--- config.mk ---
export PLATFORM = sky130hd
export DESIGN_NAME = utf8_to_ucs2_decoder
export DESIGN_NICKNAME = d
export VERILOG_FILES = /design/src/hw/rtl/u8u2_pkg.sv /design/src/hw/rtl/utf8_to_ucs2_decoder.sv /design/src/hw/rtl/u8u2_step.sv /design/src/hw/rtl/u8u2_outbuf.sv
export VERILOG_INCLUDE_DIRS = /design/src /design/src/hw/rtl
export SDC_FILE = /design/constraint.sdc
export NUM_CORES = 1
export LEC_CHECK = 0
export ABC_AREA = 1
export BUFFER_PORTS_ARGS = -buffer_cell sky130_fd_sc_hd__buf_4
export CORE_AREA = 2 2 123 125
export CTS_BUF_LIST = sky130_fd_sc_hd__clkbuf_2 sky130_fd_sc_hd__clkbuf_4 sky130_fd_sc_hd__clkbuf_8
export DETAILED_ROUTE_END_ITERATION = 16
export DIE_AREA = 0 0 125 127
export PLACE_DENSITY_LB_ADDON = 0.25
export SLEW_MARGIN = 20
export SYNTH_ARGS = -nofsm -noshare
export SYNTH_HDL_FRONTEND = slang
export SYNTH_SLANG_ARGS = --single-unit
--- constraint.sdc ---
create_clock -name clk -period 2.9 [get_ports clk]
set_input_delay 0.29 -clock clk [delete_from_list [all_inputs] [get_ports clk]]
set_output_delay 0.29 -clock clk [all_outputs]
set_load 0.01 [all_outputs]
--- src/hw/rtl/utf8_to_ucs2_decoder_macros.svh ---
// Assertion macros for the UTF-8 decoder.
`ifndef UTF8_TO_UCS2_DECODER_MACROS_SVH
`define UTF8_TO_UCS2_DECODER_MACROS_SVH

`ifndef NO_ASSERTIONS
`define U8U2_ASSERT_IMP(label, clk, rst_n, ante, cons) \
	label: assert property (@(posedge clk) disable iff (!rst_n) (ante) |-> (cons)) \
		else $error("u8u2 check failed");
`define U8U2_ASSERT_NXT(label, clk, rst_n, ante, cons) \
	label: assert property (@(posedge clk) disable iff (!rst_n) (ante) |=> (cons)) \
		else $error("u8u2 check failed");
`else
`define U8U2_ASSERT_IMP(label, clk, rst_n, ante, cons)
`define U8U2_ASSERT_NXT(label, clk, rst_n, ante, cons)
`endif

`endif

--- src/hw/rtl/u8u2_pkg.sv ---
`timescale 1ns / 1ps
`default_nettype none

package u8u2_pkg;

	localparam int MAX_RESULTS = 3;

	localparam logic [15:0] REPL_RESET = 16'h003F;
	localparam logic [15:0] MIN_TWO    = 16'h0080;
	localparam logic [15:0] MIN_THREE  = 16'h0800;
	localparam logic [15:0] SURR_LO    = 16'hD800;
	localparam logic [15:0] SURR_HI    = 16'hDFFF;

	localparam logic [1:0] CONT_TAG = 2'b10;
	localparam logic [2:0] LEAD2_TAG = 3'b110;
	localparam logic [3:0] LEAD3_TAG = 4'b1110;

	typedef struct packed {
		logic [1:0]  need;
		logic [15:0] part;
		logic [1:0]  len;
		logic        after_nul;
	} state_t;

	typedef struct packed {
		logic [15:0] code;
		logic        last;
	} result_t;

	typedef struct packed {
		logic [1:0]                    num;
		result_t [MAX_RESULTS-1:0]     res;
	} batch_t;

	typedef struct packed {
		logic free;
		logic busy;
	} buf_status_t;

endpackage

`default_nettype wire

--- src/hw/rtl/utf8_to_ucs2_decoder.sv ---
// UTF-8 byte stream to 16-bit code unit decoder.
// Input channel: data_byte/final_byte with in_valid, held off by in_stall.
// A byte is taken when in_valid is high and in_stall low.
// Output channel: code_unit/end_mark with out_valid; the receiver drives
// out_stall. end_mark flags the zero terminator closing each string.
// Config channel: replacement_code written on cfg_valid && cfg_ready;
// cfg_ready is always high. Write only while the block is idle.
// A taken byte is held in the input register, then decoded into the result
// register. Throughput: one byte per cycle while out_stall is low and each
// byte yields at most one result. Output is one result per cycle, so a byte
// yielding more stalls the input while results drain, one entry per cycle.
// While out_stall is high the current result holds and in_stall rises once
// the input register is full and the result register is still occupied.
// Reset clears the decode state and queue, and sets replacement_code to '?'.
`timescale 1ns / 1ps
`default_nettype none

`include "utf8_to_ucs2_decoder_macros.svh"

module utf8_to_ucs2_decoder (
	input  wire logic        clk,
	input  wire logic        arst_n,
	input  wire logic        in_valid,
	output logic             in_stall,
	input  wire logic [7:0]  data_byte,
	input  wire logic        final_byte,
	output logic             out_valid,
	input  wire logic        out_stall,
	output logic [15:0]      code_unit,
	output logic             end_mark,
	input  wire logic        cfg_valid,
	output logic             cfg_ready,
	input  wire logic [15:0] replacement_code
);

	logic                  valid_s1;
	logic [7:0]            byte_s1;
	logic                  fin_s1;
	logic [15:0]           repl_q;
	u8u2_pkg::state_t      st_q;
	u8u2_pkg::state_t      st_nxt;
	u8u2_pkg::batch_t      batch;
	u8u2_pkg::buf_status_t buf_st;
	logic                  xfer;
	logic                  accept;

	assign cfg_ready = 1'b1;
	assign xfer      = valid_s1 && buf_st.free;
	assign in_stall  = valid_s1 && !buf_st.free;
	assign accept    = in_valid && !in_stall;

	always_ff @(posedge clk or negedge arst_n) begin
		if (!arst_n) begin
			repl_q <= u8u2_pkg::REPL_RESET;
		end else if (cfg_valid && cfg_ready) begin
			repl_q <= replacement_code;
		end
	end

	always_ff @(posedge clk or negedge arst_n) begin
		if (!arst_n) begin
			valid_s1 <= 1'b0;
		end else if (accept) begin
			valid_s1 <= 1'b1;
		end else if (xfer) begin
			valid_s1 <= 1'b0;
		end
	end

	always_ff @(posedge clk) begin
		if (accept) begin
			byte_s1 <= data_byte;
			fin_s1  <= final_byte;
		end
	end

	always_ff @(posedge clk or negedge arst_n) begin
		if (!arst_n) begin
			st_q <= '0;
		end else if (xfer) begin
			st_q <= st_nxt;
		end
	end

	u8u2_step u_step (
		.data_byte  (byte_s1),
		.final_byte (fin_s1),
		.repl       (repl_q),
		.st         (st_q),
		.nxt        (st_nxt),
		.batch      (batch)
	);

	u8u2_outbuf u_outbuf (
		.clk       (clk),
		.arst_n    (arst_n),
		.load      (xfer),
		.batch     (batch),
		.out_stall (out_stall),
		.out_valid (out_valid),
		.code_unit (code_unit),
		.end_mark  (end_mark),
		.status    (buf_st)
	);

	`U8U2_ASSERT_IMP(a_nul_idle, clk, arst_n, st_q.after_nul, st_q.need == 2'd0)
	`U8U2_ASSERT_IMP(a_len_ok, clk, arst_n, st_q.need != 2'd0, st_q.len == 2'd2 || st_q.len == 2'd3)
	`U8U2_ASSERT_IMP(a_need3, clk, arst_n, st_q.need == 2'd2, st_q.len == 2'd3)
	`U8U2_ASSERT_NXT(a_fin_clr, clk, arst_n, xfer && fin_s1, st_q == '0)
	`U8U2_ASSERT_IMP(a_stall_full, clk, arst_n, in_stall, valid_s1 && buf_st.busy)

endmodule

`default_nettype wire

--- src/hw/rtl/u8u2_step.sv ---
`timescale 1ns / 1ps
`default_nettype none

module u8u2_step (
	input  wire logic [7:0]      data_byte,
	input  wire logic            final_byte,
	input  wire logic [15:0]     repl,
	input  wire u8u2_pkg::state_t st,
	output u8u2_pkg::state_t     nxt,
	output u8u2_pkg::batch_t     batch
);

	logic        cont;
	logic        closed;
	logic        bad;
	logic [15:0] value;

	assign cont  = (data_byte[7:6] == u8u2_pkg::CONT_TAG);
	assign value = {st.part[9:0], data_byte[5:0]};

	always_comb begin
		if (st.len == 2'd2) begin
			bad = (value < u8u2_pkg::MIN_TWO);
		end else begin
			bad = (value < u8u2_pkg::MIN_THREE) ||
				(value inside {[u8u2_pkg::SURR_LO:u8u2_pkg::SURR_HI]});
		end
	end

	always_comb begin
		nxt       = st;
		batch     = '0;
		closed    = 1'b0;
		if (st.after_nul) begin
			if (final_byte) begin
				nxt = '0;
			end
		end else begin
			if ((st.need != 2'd0) && cont) begin
				nxt.part = value;
				nxt.need = st.need - 2'd1;
				if (st.need == 2'd1) begin
					batch.res[batch.num] = '{code: (bad ? repl : value), last: 1'b0};
					batch.num = batch.num + 2'd1;
					nxt.part = '0;
					nxt.len  = '0;
				end
			end else begin
				if (st.need != 2'd0) begin
					batch.res[batch.num] = '{code: repl, last: 1'b0};
					batch.num = batch.num + 2'd1;
					nxt.need = '0;
					nxt.part = '0;
					nxt.len  = '0;
				end
				if (data_byte == 8'h00) begin
					batch.res[batch.num] = '{code: 16'h0000, last: 1'b1};
					batch.num = batch.num + 2'd1;
					nxt = '0;
					nxt.after_nul = ~final_byte;
					closed = 1'b1;
				end else if (cont) begin
					nxt.need = '0;
				end else if (!data_byte[7]) begin
					batch.res[batch.num] = '{code: {8'h00, data_byte}, last: 1'b0};
					batch.num = batch.num + 2'd1;
				end else if (data_byte[7:5] == u8u2_pkg::LEAD2_TAG) begin
					nxt.need = 2'd1;
					nxt.len  = 2'd2;
					nxt.part = {11'd0, data_byte[4:0]};
				end else if (data_byte[7:4] == u8u2_pkg::LEAD3_TAG) begin
					nxt.need = 2'd2;
					nxt.len  = 2'd3;
					nxt.part = {12'd0, data_byte[3:0]};
				end else begin
					batch.res[batch.num] = '{code: repl, last: 1'b0};
					batch.num = batch.num + 2'd1;
				end
			end
			if (final_byte && !closed) begin
				if (nxt.need != 2'd0) begin
					batch.res[batch.num] = '{code: repl, last: 1'b0};
					batch.num = batch.num + 2'd1;
				end
				batch.res[batch.num] = '{code: 16'h0000, last: 1'b1};
				batch.num = batch.num + 2'd1;
				nxt = '0;
			end
		end
	end

endmodule

`default_nettype wire

--- src/hw/rtl/u8u2_outbuf.sv ---
`timescale 1ns / 1ps
`default_nettype none

module u8u2_outbuf (
	input  wire logic                clk,
	input  wire logic                arst_n,
	input  wire logic                load,
	input  wire u8u2_pkg::batch_t    batch,
	input  wire logic                out_stall,
	output logic                     out_valid,
	output logic [15:0]              code_unit,
	output logic                     end_mark,
	output u8u2_pkg::buf_status_t    status
);

	u8u2_pkg::result_t res_q [u8u2_pkg::MAX_RESULTS];
	logic [1:0]        num_q;
	logic [1:0]        pos_q;
	logic              take;

	assign out_valid   = (pos_q != num_q);
	assign take        = out_valid && !out_stall;
	assign code_unit   = res_q[pos_q].code;
	assign end_mark    = res_q[pos_q].last;
	assign status.free = !out_valid || (take && ((pos_q + 2'd1) == num_q));
	assign status.busy = out_valid;

	always_ff @(posedge clk or negedge arst_n) begin
		if (!arst_n) begin
			num_q <= '0;
			pos_q <= '0;
		end else if (load) begin
			num_q <= batch.num;
			pos_q <= '0;
		end else if (take) begin
			pos_q <= pos_q + 2'd1;
		end
	end

	always_ff @(posedge clk) begin
		if (load) begin
			for (int i = 0; i < u8u2_pkg::MAX_RESULTS; i++) begin
				res_q[i] <= batch.res[i];
			end
		end
	end

endmodule

`default_nettype wire
* Word level (Yosys, flattened, before mapping)
Memories as Yosys holds them, arrays and structs flattened.
Cells that the tools add are included.
** Storage, ports and cells
- Flip-flop bits (word level) :: 51
- Bits in writable memories :: 51
- Input bits :: 30
- Output and inout port bits :: 20
- Memories kept :: 1
** Memories
- u_outbuf.res_q :: words 3, bits a word 17, read ports 1, clocked after memory_dff 0, wr ports 3, line u8u2_outbuf.sv:16 : u8u2_pkg::result_t res_q [u8u2_pkg::MAX_RESULTS];
** Operators by class
- $add $sub $neg :: 5
- Order comparisons :: 10
- Eq/ne operators :: 9
- Muxes and demuxes :: 59
- Bitwise gates (word level) :: 7
- Reductions and logical operators :: 25
** Operator list (number)
- two-way mux 53 bit :: 10
- bitwise mux 51 bit :: 3
- two-way mux 17 bit :: 9
- two-way mux 20 bit :: 7
- demux 17 bit (select 2 bit) :: 3
- NOT 48 bit :: 2
- two-way mux 34 bit :: 2
- two-way mux 21 bit :: 3
- AND 16 x 48 -> 48 bit :: 1
- AND 48 bit :: 1
- two-way mux 18 bit :: 2
- greater-or-equal comparator 16 bit (second input constant) :: 1
- <= comparator 16 bit (second input constant) :: 1
- < comparator 16 x 12 -> 1 bit (second input constant) :: 1
- < comparator 16 x 8 -> 1 bit (second input constant) :: 1
- two-way mux 16 bit :: 1
- two-way mux 2 bit :: 7
- two-way mux 1 bit :: 12
- logical AND 1 bit :: 11
- < comparator 2 x 3 -> 1 bit (second input constant) :: 3
- adder 2 x 1 -> 2 bit (second input constant) :: 4
- logical NOT 8 bit :: 1
- nonzero test 2 bit :: 4
- greater-or-equal comparator 2 x 1 -> 1 bit (second input constant) :: 3
- 16 further kinds :: 22

* Depth between registers and ports, before layout
- Depth after elaboration :: 32
- Depth in mapped cells :: 19

* By module
Synthesis repeated with hierarchy kept, for this count alone.
** Unflattened totals
- Cell total of the unflattened synthesis :: 916
- Area, all modules :: 6665.1 sq um
** Modules (own cells, without submodules)
- u8u2_step :: times used 1, cells each 575, area each 2738.9 sq um
- u8u2_outbuf :: times used 1, cells each 163, area each 2133.3 sq um
- utf8_to_ucs2_decoder :: times used 1, cells each 178, area each 1793.0 sq um

* Worst setup path after synthesis
No wires, ideal clock.
- Path type :: reg-to-reg
- Start point :: register st_q[19] in the netlist's numbering
- End point :: memory u_outbuf.res_q[2][10] in the netlist's numbering (data pin)
- Arrival time :: 2.697 ns
- Path slack :: -0.065 ns
- Stages on the path, launching flop included :: 18
- Buffers on the path :: 1
- Clock period less this slack :: 2.965 ns
- Cells stage by stage :: dfrtp_1 > inv_1 > ha_1 > inv_1 > ha_1 > nand2_1 > nand3_1 > o21ai_2 > inv_1 > ha_1 > nand2_1 > o21ai_0 > inv_1 > ha_1 > inv_1 > nand4_1 > clkbuf_1 > nor3_1
** RTL lines
- start, declared :: line utf8_to_ucs2_decoder.sv:40 : u8u2_pkg::state_t st_q;
- start signal, assigned :: line utf8_to_ucs2_decoder.sv:81 : st_q <= st_nxt;
- end, declared :: line u8u2_outbuf.sv:16

==> results.yml <==
sta:
  max_freq_mhz: 359.1
  setup_ws_ns: 0.1153
  fin_crit_ns: 2.785
  slew_headroom_pct: 43.20
  skew_ns: 0.01679
  tightestPinTransition_ns: 0.8499
  slew_violations: 0
  post-route-period-util_pct: 96.03
  hold_violations: 0
  finalSetupViolations: 0
routing:
  wl_per_cell_um: 16.63
  drcViolationCount: 0
  wirelength_um: 16600
  drt_iter0_drc: 491
  viasPerCell: 5.498
  ant_nets: 0
  vias: 5487
  dr.pass1.iters: 7
logic_synthesis:
  synth.top_cells.by_area: "edfxtp_1, dfrtp_1, nand2_1"
  syn_area_um2: 5730
  synthDistinctLibCells: 41
  syn_inst: 745
  yosys_warnings: 0
  syn-num-nets: 785
  synth_top_area_share_pct: 31.44
  synth_top_area_cell: "edfxtp_1"
  ys_ff_latch: 96
  avgSynthCellArea_um2: 7.692
  seq_area_frac_synth_pct: 47.29
power_and_ir_drop:
  p_sw_share_pct: 45.89
  p_leak_uw: 0.003086
  vdd_drop_max_v: 0.0005559
  totalPowerFinal_uw: 7991
  combPwrFrac_pct: 56.3
  pwr-share-clk_pct: 12.5
  p_seq_share_pct: 31.2
  p_sw_uw: 3667
  powerDensity_nw_per_um2: 1172
  internal_power_uw: 4324
place:
  dp_slack_ns: 0.02970
  post_dp_cell_area_um2: 6430
  hpwlAfterDp_um: 11320
  dp_cells: 976
  portBuffers: 48
  gp_congestion: 0.9972
clock_network:
  cts_root_buffer: "clkbuf_8"
  cts_made_buffers: 9
  cts_buffer_depth: 2
  cts.clk_slew.worst_paths_ns: 0.09
  clkLatencyLatePin_ns: 0.38
  cts_max_level: 3
  cts_tree: "done"
  clock-sinks: 96
outcome:
  outcome: "finished clean"
worst_setup_path:
  arrival_ns: 2.92
  path_buf_inv: 4
  cp_cell_sequence: "inv_2 -> nor2_2 -> nand2_2 -> nor2_1 -> inv_1 -> o21ai_2 -> inv_1 -> ha_1 -> nand2_1 -> o21ai_2 -> ha_2 -> nand2_2 -> nand2_4 -> clkinvlp_4 -> and3_4"
  crit_path_end_kind: "register"
  crit_path_top_delay_cell: "edfxtp_1"
  crit_fanout: 5
  required_ns: 3.04
  slowest_delay_ns: 0.44
  startpoint_type: "register"
  crit_family: "simple AND/OR/NAND/NOR gates"
  path_class: "reg -> reg"
die:
  io_pins: 50
  die_area_um2: 15880
  start_util_pct: 39.73
  core_area_um2: 14420
  fp.dieW_um: 125
  die_h_um: 127
  rows: 44
min_path:
  min_path_type: "in -> reg"
cells_and_area:
  layout-drive-gt1-share_pct: 19.53
  fin_area_um2: 6822
  syn2layout_area_growth_pct: 19.04
  layout_commonest_cell: "nand2_1"
  final_cell_mix: "nand2_1, buf_4, o21ai_0, nor2_1, a21oi_1"
  final_util_pct: 47.29
  multi_input_area_um2: 2703
  finalNetCount: 849
  layout.area.seq_um2: 2710
  n_antenna_cell: 0
  layout.filler_cells: 1439
  stdcell_count: 998
job:
  max_cap_violations: 0
grt:
  antenna_found_initial: 0
  met1_usage_pct: 28.19
  first_global_vias: 5150
  grt_pass1_wl_um: 26550
  grt_use_met2_pct: 34.65
  grt_start_max_net_pins: 54
  grt_overflow: 0
  grt.busiest_layer: "met2"
  grt_use_met3_pct: 3.434
  grt_util_all_layers_pct: 21.02
-- Yosys cell counts, drive strengths merged --
cell type and count:
edfxtp 60, xor2 2, o41ai 1, a22oi 1, nand2 193, nand3b 1
a211oi 5, o21ai 90, inv 68, conb 1, dfrtp 30, o22ai 3
and3 8, o211ai 1, a31oi 2, nand4 5, ha 10, nand3 38
dfstp 6, nor3 29, clkinv 1, o31ai 2, buf 17, a32oi 1
xnor2 1, a21oi 72, clkbuf 19, nor2 77, or2 1
-- worst register-to-register path: cells and delay by family, from the launching register on --
family	cells	cell delay (ns)
fa+ha+maj	2	0.48
flops	1	0.44
simple gates	7	1.03
compound gates	2	0.15
buf+inv	4	0.46
-- power by group through the flow --
stage | clock network [µW] | registers (µW) | logic, µW
finish | 1000 | 2490 | 4500
detailed placement | 0 | 2520 | 4240
floorplan | 0 | 2470 | 2720
CTS | 1010 | 2490 | 4250
global route | 1060 | 2550 | 4990
global placement | 0 | 2500 | 4160
-- cell families (layout without fill, tap and decap cells) --
| logic type | count (synthesis) | in the layout | synth area share, % |
|---|---|---|---|
| buffers and inverters | 105 | 174 | 7.533 |
| adders and majority gates | 10 | 10 | 2.183 |
| xor gates and xnor gates | 3 | 3 | 0.4586 |
| AOI/OAI and AO/OA | 178 | 178 | 16.44 |
| other | 1 | 1 | 0.06544 |
| and+or+nand+nor | 352 | 352 | 26.03 |
| DFF | 96 | 96 | 47.29 |
-- metal layers --
metal / up-vias / share of wire, %
met5: - / 0
met4: 0 / 2.8
met3: 35 / 7.9
met2: 240 / 47
met1: 2590 / 43
li1: 2622 / -
-- flip-flops by register name, summed over array words and instances, names as in the netlist --
signal and flops:
repl_q 16, u_outbuf.pos_q 2, u_outbuf.num_q 2, fin_s1 1, st_q 15, valid_s1 1, u_outbuf.res_q 51, byte_s1 8
-- final timing paths --
path                              start                    end  slack [ns]  cells after the start
max                          byte_s1[7]  u_outbuf.res_q[1][12]        0.12                     15
min                        data_byte[6]             byte_s1[6]        0.09                      1
max reg2reg                  byte_s1[7]  u_outbuf.res_q[1][12]        0.12                     15
min reg2reg                     st_q[8]                st_q[8]        0.50                      2
max in group asynchronous        arst_n              repl_q[3]        2.10                      2
min in group asynchronous        arst_n      u_outbuf.num_q[1]        0.42                      2
-- what timing repair did --
item,CTS,global route
hold buffers,1,0
buffers inserted,0,4
resized for setup,0,33
hold endpoints to repair,30,0
endpoints found under the setup margin,0,47
-- final cells by class --
| type | count | area share (%) |
|---|---|---|
| Timing Repair Buffer | 88 | 9.960 |
| Clock buffer | 11 | 2.128 |
| Multi-Input combinational cell | 544 | 39.62 |
| Tap cell | 184 | 3.375 |
| Sequential cell | 96 | 39.73 |
| Inverter | 69 | 3.888 |
| Timing Repair inverter | 1 | 0.1101 |
| Clock inverter | 5 | 1.192 |
-- stage by stage --
stage	hold slack (ns)	TNS, ns
global route	0.07640	-0.1851
detailed placement	0.3077	0
CTS	0.07224	0
finish	0.09050	0
floorplan	-0.005591	0
global placement	0.2992	0
Note: power is estimated with default switching activity, not from simulation.
